==> src/rtl/kdqd_pkg.sv <==
package kdqd_pkg;

    localparam int unsigned TIME_W   = 32;
    localparam int unsigned PERIOD_W = 16;
    localparam int unsigned AB_W     = 2;
    localparam int unsigned POS_W    = 32;
    localparam int unsigned DELTA_W  = 2;
    localparam int unsigned CFG_IDX_W = 8;

    // Configuration register indexes.
    localparam logic [CFG_IDX_W-1:0] REG_DEBOUNCE_PERIOD = 8'd0;
    localparam logic [CFG_IDX_W-1:0] REG_SCAN_PERIOD     = 8'd1;

    localparam logic [PERIOD_W-1:0] DEBOUNCE_RESET = 16'd20;
    localparam logic [PERIOD_W-1:0] SCAN_RESET     = 16'd5;

    typedef logic signed [DELTA_W-1:0] delta_t;
    typedef logic signed [POS_W-1:0]   position_t;

    // Quadrature step, indexed by {previous A/B, current A/B}.
    localparam delta_t STEP_TABLE [16] = '{
        2'sb00, 2'sb11, 2'sb01, 2'sb00,
        2'sb01, 2'sb00, 2'sb00, 2'sb11,
        2'sb11, 2'sb00, 2'sb00, 2'sb01,
        2'sb00, 2'sb01, 2'sb11, 2'sb00
    };

endpackage

==> src/rtl/kdqd_in_if.sv <==
interface kdqd_in_if #(
    parameter int unsigned KEY_W = 6
);
    logic                           valid;
    logic                           ready;
    logic [kdqd_pkg::TIME_W-1:0]    now_ms;
    logic [KEY_W-1:0]               key_raw;
    logic [kdqd_pkg::AB_W-1:0]      enc0_ab;
    logic [kdqd_pkg::AB_W-1:0]      enc1_ab;

    modport source (output valid, output now_ms, output key_raw, output enc0_ab,
                    output enc1_ab, input ready);
    modport sink (input valid, input now_ms, input key_raw, input enc0_ab,
                  input enc1_ab, output ready);
endinterface

==> src/rtl/kdqd_out_if.sv <==
interface kdqd_out_if #(
    parameter int unsigned KEY_W = 6
);
    logic                   valid;
    logic                   ready;
    logic [KEY_W-1:0]       pressed;
    logic [KEY_W-1:0]       just_pressed;
    logic [KEY_W-1:0]       just_released;
    kdqd_pkg::position_t    enc0_position;
    kdqd_pkg::delta_t       enc0_delta;
    kdqd_pkg::position_t    enc1_position;
    kdqd_pkg::delta_t       enc1_delta;

    modport source (output valid, output pressed, output just_pressed,
                    output just_released, output enc0_position, output enc0_delta,
                    output enc1_position, output enc1_delta, input ready);
    modport sink (input valid, input pressed, input just_pressed,
                  input just_released, input enc0_position, input enc0_delta,
                  input enc1_position, input enc1_delta, output ready);
endinterface

==> src/rtl/kdqd_cfg_if.sv <==
interface kdqd_cfg_if;
    logic                               valid;
    logic                               ready;
    logic [kdqd_pkg::CFG_IDX_W-1:0]     index;
    logic [kdqd_pkg::PERIOD_W-1:0]      data;

    modport source (output valid, output index, output data, input ready);
    modport sink (input valid, input index, input data, output ready);
endinterface

==> src/rtl/kdqd_keys.sv <==
module kdqd_keys #(
    parameter int unsigned NKEYS = 6
) (
    input  logic                                clk,
    input  logic                                rst_n,
    input  logic                                advance,
    input  logic [kdqd_pkg::TIME_W-1:0]         now_ms,
    input  logic [NKEYS-1:0]                    key_raw,
    input  logic [kdqd_pkg::PERIOD_W-1:0]       debounce_period,
    input  logic [kdqd_pkg::PERIOD_W-1:0]       scan_period,
    output logic [NKEYS-1:0]                    pressed,
    output logic [NKEYS-1:0]                    just_pressed,
    output logic [NKEYS-1:0]                    just_released
);

    logic [kdqd_pkg::TIME_W-1:0] last_scan_reg;
    logic [kdqd_pkg::TIME_W-1:0] last_scan_next;
    logic [NKEYS-1:0]            raw_reg;
    logic [NKEYS-1:0]            raw_next;
    logic [NKEYS-1:0]            confirmed_reg;
    logic [NKEYS-1:0]            confirmed_next;
    logic [kdqd_pkg::TIME_W-1:0] since_reg  [NKEYS];
    logic [kdqd_pkg::TIME_W-1:0] since_next [NKEYS];
    logic [kdqd_pkg::TIME_W-1:0] scan_gap;
    logic                        scan_due;
    logic [kdqd_pkg::TIME_W-1:0] held [NKEYS];
    logic [NKEYS-1:0]            changed;
    logic [NKEYS-1:0]            confirm;

    assign scan_gap = now_ms - last_scan_reg;
    assign scan_due = scan_gap >= {{(kdqd_pkg::TIME_W-kdqd_pkg::PERIOD_W){1'b0}}, scan_period};

    always_comb
    begin
        last_scan_next = scan_due ? now_ms : last_scan_reg;
        for (int k = 0; k < NKEYS; k++)
        begin
            changed[k] = key_raw[k] != raw_reg[k];
            // A fresh change restarts the timer at this update, so it has held for zero.
            held[k] = changed[k] ? '0 : now_ms - since_reg[k];
            confirm[k] = scan_due &&
                (held[k] >= {{(kdqd_pkg::TIME_W-kdqd_pkg::PERIOD_W){1'b0}}, debounce_period});
            raw_next[k] = scan_due ? key_raw[k] : raw_reg[k];
            since_next[k] = (scan_due && changed[k]) ? now_ms : since_reg[k];
            confirmed_next[k] = confirm[k] ? key_raw[k] : confirmed_reg[k];
            just_pressed[k] = confirm[k] && key_raw[k] && !confirmed_reg[k];
            just_released[k] = confirm[k] && !key_raw[k] && confirmed_reg[k];
        end
    end

    assign pressed = confirmed_next;

    always_ff @(posedge clk or negedge rst_n)
    begin
        if (!rst_n)
        begin
            last_scan_reg <= '0;
            raw_reg <= '0;
            confirmed_reg <= '0;
            for (int k = 0; k < NKEYS; k++)
            begin
                since_reg[k] <= '0;
            end
        end
        else if (advance)
        begin
            last_scan_reg <= last_scan_next;
            raw_reg <= raw_next;
            confirmed_reg <= confirmed_next;
            for (int k = 0; k < NKEYS; k++)
            begin
                since_reg[k] <= since_next[k];
            end
        end
    end

endmodule

==> src/rtl/kdqd_enc.sv <==
module kdqd_enc (
    input  logic                            clk,
    input  logic                            rst_n,
    input  logic                            advance,
    input  logic                            primed,
    input  logic [kdqd_pkg::AB_W-1:0]       ab,
    output kdqd_pkg::position_t             position,
    output kdqd_pkg::delta_t                delta
);

    logic [kdqd_pkg::AB_W-1:0]  prev_ab_reg;
    kdqd_pkg::position_t        position_reg;
    kdqd_pkg::position_t        position_next;

    // An illegal transition reads as zero from the table; the new pins are kept anyway.
    assign delta = primed ? kdqd_pkg::STEP_TABLE[{prev_ab_reg, ab}] : '0;
    assign position_next = position_reg +
        {{(kdqd_pkg::POS_W-kdqd_pkg::DELTA_W){delta[kdqd_pkg::DELTA_W-1]}}, delta};
    assign position = position_next;

    always_ff @(posedge clk or negedge rst_n)
    begin
        if (!rst_n)
        begin
            prev_ab_reg <= '0;
            position_reg <= '0;
        end
        else if (advance)
        begin
            prev_ab_reg <= ab;
            position_reg <= position_next;
        end
    end

endmodule

==> src/rtl/key_debounce_and_quadrature_decode.sv <==
// Channel   Role    Payload
// update    sink    now_ms, key_raw, enc0_ab, enc1_ab
// result    source  pressed, just_pressed, just_released, encN_position, encN_delta
// cfg       sink    index, data (0: debounce_period, 1: scan_period)
//
// Each update is taken into an input register and its result is registered in the
// result register as it advances, updating key and encoder state, so one update is
// taken every cycle while not stalled. The input register refills while a result is
// held, so a stalled result costs no throughput until both stages are full. Reset
// clears valid flags and key/encoder state, sets default periods; config is always
// ready. The user must have config written only when the block is idle (unenforced).
module key_debounce_and_quadrature_decode #(
    parameter int unsigned ROWS = 3,
    parameter int unsigned COLS = 2
) (
    input  logic        clk,
    input  logic        rst_n,
    kdqd_in_if.sink     update,
    kdqd_out_if.source  result,
    kdqd_cfg_if.sink    cfg
);

    localparam int unsigned NKEYS = ROWS * COLS;

    logic [kdqd_pkg::PERIOD_W-1:0]  debounce_reg;
    logic [kdqd_pkg::PERIOD_W-1:0]  scan_reg;

    logic                           in_valid_reg;
    logic [kdqd_pkg::TIME_W-1:0]    now_reg;
    logic [NKEYS-1:0]               keys_reg;
    logic [kdqd_pkg::AB_W-1:0]      ab0_reg;
    logic [kdqd_pkg::AB_W-1:0]      ab1_reg;
    logic                           primed_reg;

    logic                           out_valid_reg;
    logic [NKEYS-1:0]               pressed_reg;
    logic [NKEYS-1:0]               jp_reg;
    logic [NKEYS-1:0]               jr_reg;
    kdqd_pkg::position_t            pos0_reg;
    kdqd_pkg::delta_t               delta0_reg;
    kdqd_pkg::position_t            pos1_reg;
    kdqd_pkg::delta_t               delta1_reg;

    logic                           advance;
    logic                           take;
    logic [NKEYS-1:0]               pressed_next;
    logic [NKEYS-1:0]               jp_next;
    logic [NKEYS-1:0]               jr_next;
    kdqd_pkg::position_t            pos0_next;
    kdqd_pkg::delta_t               delta0_next;
    kdqd_pkg::position_t            pos1_next;
    kdqd_pkg::delta_t               delta1_next;

    assign advance = in_valid_reg && (!out_valid_reg || result.ready);
    assign update.ready = !in_valid_reg || advance;
    assign take = update.valid && update.ready;
    assign cfg.ready = 1'b1;

    always_ff @(posedge clk or negedge rst_n)
    begin
        if (!rst_n)
        begin
            debounce_reg <= kdqd_pkg::DEBOUNCE_RESET;
            scan_reg <= kdqd_pkg::SCAN_RESET;
        end
        else if (cfg.valid)
        begin
            unique case (cfg.index)
                kdqd_pkg::REG_DEBOUNCE_PERIOD:
                begin
                    debounce_reg <= cfg.data;
                end
                kdqd_pkg::REG_SCAN_PERIOD:
                begin
                    scan_reg <= cfg.data;
                end
                default:
                begin
                end
            endcase
        end
    end

    always_ff @(posedge clk or negedge rst_n)
    begin
        if (!rst_n)
        begin
            in_valid_reg <= 1'b0;
            out_valid_reg <= 1'b0;
            primed_reg <= 1'b0;
        end
        else
        begin
            if (take || advance)
            begin
                in_valid_reg <= take;
            end
            if (advance)
            begin
                out_valid_reg <= 1'b1;
                primed_reg <= 1'b1;
            end
            else if (result.ready)
            begin
                out_valid_reg <= 1'b0;
            end
        end
    end

    always_ff @(posedge clk)
    begin
        if (take)
        begin
            now_reg <= update.now_ms;
            keys_reg <= update.key_raw;
            ab0_reg <= update.enc0_ab;
            ab1_reg <= update.enc1_ab;
        end
        if (advance)
        begin
            pressed_reg <= pressed_next;
            jp_reg <= jp_next;
            jr_reg <= jr_next;
            pos0_reg <= pos0_next;
            delta0_reg <= delta0_next;
            pos1_reg <= pos1_next;
            delta1_reg <= delta1_next;
        end
    end

    kdqd_keys #(
        .NKEYS(NKEYS)
    ) u_keys (
        .clk            (clk),
        .rst_n          (rst_n),
        .advance        (advance),
        .now_ms         (now_reg),
        .key_raw        (keys_reg),
        .debounce_period(debounce_reg),
        .scan_period    (scan_reg),
        .pressed        (pressed_next),
        .just_pressed   (jp_next),
        .just_released  (jr_next)
    );

    kdqd_enc u_enc0 (
        .clk     (clk),
        .rst_n   (rst_n),
        .advance (advance),
        .primed  (primed_reg),
        .ab      (ab0_reg),
        .position(pos0_next),
        .delta   (delta0_next)
    );

    kdqd_enc u_enc1 (
        .clk     (clk),
        .rst_n   (rst_n),
        .advance (advance),
        .primed  (primed_reg),
        .ab      (ab1_reg),
        .position(pos1_next),
        .delta   (delta1_next)
    );

    assign result.valid = out_valid_reg;
    assign result.pressed = pressed_reg;
    assign result.just_pressed = jp_reg;
    assign result.just_released = jr_reg;
    assign result.enc0_position = pos0_reg;
    assign result.enc0_delta = delta0_reg;
    assign result.enc1_position = pos1_reg;
    assign result.enc1_delta = delta1_reg;

endmodule

==> src/flat_wrapper.sv <==
// flat-port wrapper written by rule: the top's interface ports become plain ports
module key_debounce_and_quadrature_decode_flat 
#(
    parameter int unsigned ROWS = 3,
    parameter int unsigned COLS = 2
)
  (clk, rst_n, update_valid, update_now_ms, update_key_raw, update_enc0_ab, update_enc1_ab, update_ready, result_valid, result_pressed, result_just_pressed, result_just_released, result_enc0_position, result_enc0_delta, result_enc1_position, result_enc1_delta, result_ready, cfg_valid, cfg_index, cfg_data, cfg_ready);
  kdqd_in_if #(.KEY_W((ROWS * COLS))) update_i ();
  kdqd_out_if #(.KEY_W((ROWS * COLS))) result_i ();
  kdqd_cfg_if cfg_i ();
  input  logic clk;
  input  logic rst_n;
  input wire logic [$bits(update_i.valid)-1:0] update_valid;
  input wire logic [$bits(update_i.now_ms)-1:0] update_now_ms;
  input wire logic [$bits(update_i.key_raw)-1:0] update_key_raw;
  input wire logic [$bits(update_i.enc0_ab)-1:0] update_enc0_ab;
  input wire logic [$bits(update_i.enc1_ab)-1:0] update_enc1_ab;
  output wire logic [$bits(update_i.ready)-1:0] update_ready;
  output wire logic [$bits(result_i.valid)-1:0] result_valid;
  output wire logic [$bits(result_i.pressed)-1:0] result_pressed;
  output wire logic [$bits(result_i.just_pressed)-1:0] result_just_pressed;
  output wire logic [$bits(result_i.just_released)-1:0] result_just_released;
  output wire logic [$bits(result_i.enc0_position)-1:0] result_enc0_position;
  output wire logic [$bits(result_i.enc0_delta)-1:0] result_enc0_delta;
  output wire logic [$bits(result_i.enc1_position)-1:0] result_enc1_position;
  output wire logic [$bits(result_i.enc1_delta)-1:0] result_enc1_delta;
  input wire logic [$bits(result_i.ready)-1:0] result_ready;
  input wire logic [$bits(cfg_i.valid)-1:0] cfg_valid;
  input wire logic [$bits(cfg_i.index)-1:0] cfg_index;
  input wire logic [$bits(cfg_i.data)-1:0] cfg_data;
  output wire logic [$bits(cfg_i.ready)-1:0] cfg_ready;
  assign update_i.valid = update_valid;
  assign update_i.now_ms = update_now_ms;
  assign update_i.key_raw = update_key_raw;
  assign update_i.enc0_ab = update_enc0_ab;
  assign update_i.enc1_ab = update_enc1_ab;
  assign update_ready = update_i.ready;
  assign result_valid = result_i.valid;
  assign result_pressed = result_i.pressed;
  assign result_just_pressed = result_i.just_pressed;
  assign result_just_released = result_i.just_released;
  assign result_enc0_position = result_i.enc0_position;
  assign result_enc0_delta = result_i.enc0_delta;
  assign result_enc1_position = result_i.enc1_position;
  assign result_enc1_delta = result_i.enc1_delta;
  assign result_i.ready = result_ready;
  assign cfg_i.valid = cfg_valid;
  assign cfg_i.index = cfg_index;
  assign cfg_i.data = cfg_data;
  assign cfg_ready = cfg_i.ready;
  key_debounce_and_quadrature_decode #(.ROWS(ROWS), .COLS(COLS)) u_core (.clk(clk), .rst_n(rst_n), .update(update_i), .result(result_i), .cfg(cfg_i));
endmodule
==> config.mk <==
export PLATFORM = sky130hd
export DESIGN_NAME = key_debounce_and_quadrature_decode_flat
export DESIGN_NICKNAME = d
export VERILOG_FILES = /design/src/rtl/kdqd_pkg.sv /design/src/rtl/kdqd_in_if.sv /design/src/rtl/kdqd_out_if.sv /design/src/rtl/kdqd_cfg_if.sv /design/src/rtl/kdqd_keys.sv /design/src/rtl/kdqd_enc.sv /design/src/rtl/key_debounce_and_quadrature_decode.sv /design/src/flat_wrapper.sv
export SDC_FILE = /design/constraint.sdc
export NUM_CORES = 1
export LEC_CHECK = 0
export ABC_CLOCK_PERIOD_IN_PS = 6140
export BUFFER_PORTS_ARGS = -buffer_cell sky130_fd_sc_hd__buf_2
export CAP_MARGIN = 20
export CORE_UTILIZATION = 35
export DETAILED_ROUTE_END_ITERATION = 16
export MAX_ROUTING_LAYER = met4
export PLACE_DENSITY = 0.52
export SYNTH_ARGS = -nofsm -noshare
export SYNTH_HDL_FRONTEND = slang
export SYNTH_SLANG_ARGS = --single-unit
==> constraint.sdc <==
create_clock -name clk -period 6.14 [get_ports clk]
set_input_delay 0 -clock clk [delete_from_list [all_inputs] [get_ports clk]]
set_output_delay 0 -clock clk [all_outputs]
set_load 0.02 [all_outputs]
# --- After elaboration in Yosys (flattened, before gate mapping) ---
# Memory sizes are Yosys's and may differ from the RTL's.
# Cells that the tools add are included.
classes:
  add_sub_neg: 9
  n_lt_le_gt_ge: 9
  n_eq_ne: 7
  n_mux: 20
  bitwise: 2
  reduce_logical: 66
op_table:
  columns: ["op", "n"]
  rows:
  - ["32-bit by 16-bit greater-or-equal comparator with 1-bit output", 7]
  - ["32-bit subtractor", 7]
  - ["32-bit two-way mux", 6]
  - ["32-bit adder", 2]
  - ["1-bit logical AND", 38]
  - ["2-bit AND reduction", 9]
  - ["1-bit zero test", 14]
  - ["2-bit two-way mux", 6]
  - ["5-bit greater-or-equal comparator, second input constant", 2]
  - ["4-bit inverter with 5-bit output", 2]
  - ["8-bit by 1-bit == test with 1-bit output, second input constant", 1]
  - ["8-bit zero test", 1]
  - ["1-bit two-way mux", 8]
  - ["1-bit inequality test", 6]
  - ["1-bit logical OR", 3]
  - ["2-bit nonzero test", 1]
totals:
  register_bits: 467
  romBits: 64
  in_bits: 71
  output_inout_bits: 89
  elab_cells: 144
  memories: 2
mem_list:
  columns: ["name", "depth", "width", "read_ports", "rd_clocked_by_memory_dff", "wr", "line", "rtl"]
  rows:
  - ["(no name shown)", 16, 2, 1, 0, 0, "kdqd_enc.sv:16", "assign delta = primed ? kdqd_pkg::STEP_TABLE[{prev_ab_reg, ab}] : '0;"]
  - ["(no name shown)", 16, 2, 1, 0, 0, "kdqd_enc.sv:16", null]

# --- Logic depth before layout (Yosys ltp) ---
logic_depth:
  depth_word: 6
  depth_mapped: 28
  mapped_depth_nobuf: 25

# --- Modules after synthesis ---
# A second synthesis with hierarchy kept.
hier_totals:
  hier_cells: 4100
  area_unflattened_um2: 38097.8
by_module_without_submodules:
  columns: ["module", "instances", "cells_each", "area_per_inst_um2", "seq_area_each_um2"]
  rows:
  - ["kdqd_keys", 1, 3134, 26147.6, 5905.7]
  - ["kdqd_enc", 2, 377, 3345.7, 850.8]
  - ["key_debounce_and_quadrature_decode", 1, 212, 5258.8, 4724.5]

# --- Worst setup path after synthesis ---
# No wires, ideal clock.
synth_path:
  kind: "reg2reg"
  startpoint: "register u_core.now_reg[0] (netlist name)"
  endpoint: "register u_core.pressed_reg[4], in the netlist u_core.result.pressed[4], data pin"
  setup_ns: 0.260
  arrival_ns: 5.094
  t_required_ns: 5.880
  slack_ns: 0.786
  stages_incl_launch_ff: 27
  path_buffers: 2
  synth_period_minus_slack_ns: 5.354
  cell_sequence: "edfxtp_1 -> inv_1 -> ha_1 -> inv_1 -> fa_1 -> a211o_1 -> a21oi_1 -> nor2_1 -> o21a_1 -> nor2_1 -> o21bai_1 -> a21oi_1 -> xnor2_1 -> ha_1 -> a2111o_1 -> a41oi_1 -> o311a_1 -> nor3_1 -> a2111oi_4 -> o221ai_2 -> nor4_2 -> o2111ai_1 -> or3_1 -> buf_2 -> buf_2 -> o21ai_1 -> mux2_2"
synth_via:
  elab_chain_cells: 5
  elab_cells_between_ends: 7
  classes_between: "add/sub: 2; order compare: 2; mux: 2; reduce/logical: 1"
synth_lines:
  columns: ["item", "line", "rtl"]
  rows:
  - ["from (decl)", "key_debounce_and_quadrature_decode.sv:29", "logic [kdqd_pkg::TIME_W-1:0] now_reg;"]
  - ["from (signal assigned)", "key_debounce_and_quadrature_decode.sv:114", "now_reg <= update.now_ms;"]
  - ["32-bit subtractor", "kdqd_keys.sv:40", "held[k] = changed[k] ? '0 : now_ms - since_reg[k];"]
  - ["32-bit two-way mux", "kdqd_keys.sv:40", null]
  - ["32-bit by 16-bit greater-or-equal comparator with 1-bit output", "kdqd_keys.sv:42", "(held[k] >= {{(kdqd_pkg::TIME_W-kdqd_pkg::PERIOD_W){1'b0}}, debounce_period});"]
  - ["1-bit logical AND (*)", "kdqd_keys.sv:41", "confirm[k] = scan_due &&"]
  - ["1-bit two-way mux (*)", "kdqd_keys.sv:45", "confirmed_next[k] = confirm[k] ? key_raw[k] : confirmed_reg[k];"]
  - ["net u_core.pressed_next[4]", "key_debounce_and_quadrature_decode.sv:46", "logic [NKEYS-1:0] pressed_next;"]
  - ["to (signal assigned)", "key_debounce_and_quadrature_decode.sv:121", "pressed_reg <= pressed_next;"]
  - ["to (decl)", "key_debounce_and_quadrature_decode.sv:36", "logic [NKEYS-1:0] pressed_reg;"]
# The timed path passes the listed nets; every way through them passes the cells marked *.
# A chain may end at the register's enable or synchronous reset.

# --- Final worst setup path ---
layout_path:
  startpoint: "register u_core.now_reg[2] (netlist name)"
  endpoint: "register u_core.pressed_reg[2], in the netlist u_core.result.pressed[2], data pin"
# The elaborated chain is that of the path after synthesis.

==> out/summary.txt <==
Synth top cells by count: nand2_1, ha_1, dfrtp_1
Synth Area in Simple Gates: 16.1%
total CTS buffers: 58
Area Overhead vs Synth: 15.6%
WS Path Type: reg -> reg
total of max-cap violations: 0
GRT Resource Usage Total: 21.8%
largest family of logic cells by synthesized area: compound AO/OA/AOI/OAI gates
hold path startpoint: update_key_raw[0]
Post-Layout Inst Area: 41100 sq um
Startpoint Class: register
Synth Cell Area: 35600 sq um
status: completed
Achievable Freq: 172 MHz
wire per inst: 19.2 um
Std-Cell Core Area: 100000 sq um
Clock Path Buffers: 3
die area: 103000 sq um
number of flops mapped to enable cells by yosys: 128
Post-Synth XOR/XNOR Area: 5.25%
Setup Total Neg Slack: 0 ns
Clk Latency, worst-skew pair: 0.67 ns
Placer Congestion: 0.903
Syn Area/Cell: 8.74 sq um
adder-cell area share of the yosys netlist: 14.5%
register area share after synthesis: 34.7%
Setup Skew: 0.0253 ns
max_slew headroom: 28.1%
post-synthesis compound-gate area fraction: 21.3%
busiest layer in global routing: met2
initial drt markers: 2049
TritonRoute pass-1 iters: 5
FP Rows: 116
Layout Nets: 4815
Arr. time, crit path: 6.25 ns
minimum clock period: 5.83 ns
Setup-failing EPs final: 0
FF-to-FF path depth: 20
RR Startpoint: u_core.now_reg[2]
Clock Pin Slew Worst Setup and Hold Paths: 0.06 ns
grt met1 use: 29.1%
Total Wirelength: 110000 um
share of the synthesized area in the top cell type: 23.6%
global-route wire length before repair: 169000 um
mux contribution to synthesized area: 2.95%
number of I/O pins: 160
post-route ant nets: 0
layout cells sized above 1: 11.1%
initial antenna violation count: 9
fin util: 40.9%
asr flop ratio synth: 72.6%
syn nets: 4546
Placed Area: 38300 sq um
peak supply drop: 0.241 mV
total chip power: 17.6 mW
Root Buffer: clkbuf_16
Final Max Slew Viols: 0
Via density: 5.28
Die Y: 321 um
gr ovfl total: 0
Initial Util: 35.4%
worst-path maximum fanout: 8
Final Hold Viols: 0
Via Count: 30349
Crit path required time: 6.56 ns
IO buf count: 158
largest area contributor in the synthesized netlist: dfrtp_1
Synth Warn #: 0
worst hold path cell count: 2
pin count of the biggest net entering global routing: 142
Syn Inst Count: 4067
max reg flops: 192
Crit. End Element: register
count of different cell masters after synthesis: 96
R2R Setup Slk: 0.31 ns
static leakage: 19.1 nW
Primary FF master, synth: dfrtp_1
Tcrit/Tclk final: 94.9%
placed insts: 5548
met2 Use GR: 34.3%
final std cells w/o fill: 5745
Worst Hold End: u_core.keys_reg[0]
cell with the most instances after synthesis: nand2_1
RSZ-0062 raised after global routing: false
Global Route met3 Usage: 2.71%
Slew @ Worst Pin: 1.05 ns
power density over the cells: 429 nW/um^2
dpl hpwl: 80000 um
CTS tree: done
worst hold path type: in -> reg
Die Wd: 321 um
number of global-route vias before repair: 29137
synth top area cells: dfrtp_1, ha_1, edfxtp_1
drt drc: 0
H-Tree Level Count: 2
#FFs+latches synth: 467
Sink Count: 467
reg2reg end: u_core.result.pressed[2]
## cell families (layout without fill, tap and decap cells)
logic type	count (synthesis)	in the layout
compound gates	1180	1180
other cells	1	4
simple gates	1235	1237
fa+ha+maj	408	408
mux	93	93
flops	467	467
buf+inv	470	786
xor+xnor	213	213
## report_power, final
part           total, mW  switching (mW)  internal (mW)
combinational       9.53            5.65           3.88
clock               3.35            1.44           1.92
sequential          4.76           0.446           4.31
## how the worst max path moves through the flow
| stage | from | end | slack, ns | cells after the start |
|---|---|---|---|---|
| 6_report | u_core.now_reg[2] | u_core.result.pressed[2] | 0.31 | 20 |
| 5_1_grt | u_core.now_reg[2] | u_core.result.pressed[3] | 0.04 | 23 |
| 4_1_cts | u_core.now_reg[0] | u_core.u_keys.confirmed_reg[1] | 0.32 | 27 |
| 3_5_place_dp | u_core.now_reg[2] | u_core.result.pressed[2] | 0.34 | 20 |
| 3_3_place_gp | u_core.now_reg[2] | u_core.result.pressed[2] | 0.32 | 20 |
| 2_1_floorplan | u_core.now_reg[0] | u_core.result.pressed[4] | 0.79 | 26 |
## critical path, stage by stage (launching register included)
cell      delay [ns]
edfxtp_1        0.56
buf_4           0.26
ha_1            0.32
nor2b_1         0.17
o31a_1          0.28
o41a_1          0.39
a31o_2          0.32
xnor2_1         0.15
nor2_1          0.06
ha_1            0.29
a21o_1          0.16
a21oi_1         0.24
o211ai_1        0.18
a221o_1         0.38
a311oi_1        0.24
nand4_1         0.13
nor4_1          0.30
nand4_1         0.18
o41ai_4         0.56
nor2_1          0.10
mux2_2          0.30
## cell usage in the layout (no fill, tap or decap), types with 18 or more instances in the layout
cell / synthesis / routed
nand2_1: 543 / 542
ha_1: 399 / 399
dfrtp_1: 335 / 335
inv_1: 331 / 329
a21oi_1: 257 / 256
nor2_1: 247 / 244
o21ai_0: 203 / 203
o21ai_1: 178 / 178
buf_2: 46 / 157
a21o_1: 152 / 152
edfxtp_1: 128 / 128
xnor2_1: 120 / 120
buf_4: 1 / 97
xor2_1: 93 / 93
dlygate4sd3_1: 0 / 82
mux2_2: 69 / 69
nand3_1: 68 / 68
o21a_1: 60 / 60
clkbuf_16: 0 / 59
nand2b_1: 55 / 55
nor3_1: 51 / 51
nor2b_1: 48 / 48
nand4_1: 41 / 41
a211oi_1: 38 / 38
a31oi_1: 34 / 34
and3_1: 39 / 34
o21bai_1: 30 / 30
and2_1: 29 / 28
o211ai_1: 24 / 24
a2111oi_0: 23 / 23
clkbuf_1: 83 / 22
nor4_1: 21 / 21
or2_2: 20 / 20
o31ai_1: 18 / 18
## metrics by stage
stage          hold slack [ns]  worst slack (ns)
2_1_floorplan           -0.296             0.786
3_3_place_gp            0.0478             0.319
3_5_place_dp            0.0523             0.336
4_1_cts                0.00158             0.323
5_1_grt                 0.0299            0.0386
6_report                0.0453             0.315
## routing by layer
metal / vias to the layer above / wire [um]
met5: - / 0
met4: 0 / 3190
met1: 14405 / 52200
met3: 150 / 5400
li1: 15105 / -
met2: 689 / 49400
## what timing repair did
action,CTS,global route
setup buffers,0,0
hold buffers,83,0
endpoints found under the hold margin,159,0
endpoints found under the setup margin,0,161
gates resized for setup,0,12
## final cells by class
type | count | area [sq um]
clock inverter | 20 | 171
antenna | 3 | 7.51
multi-input combinational | 3132 | 21500
sequential | 467 | 12300
timing repair buffer | 346 | 2520
tap | 1357 | 1700
inverter | 331 | 1250
fill | 10159 | 59300
clock buffer | 89 | 1670
Power figures use the tool's default switching activity.
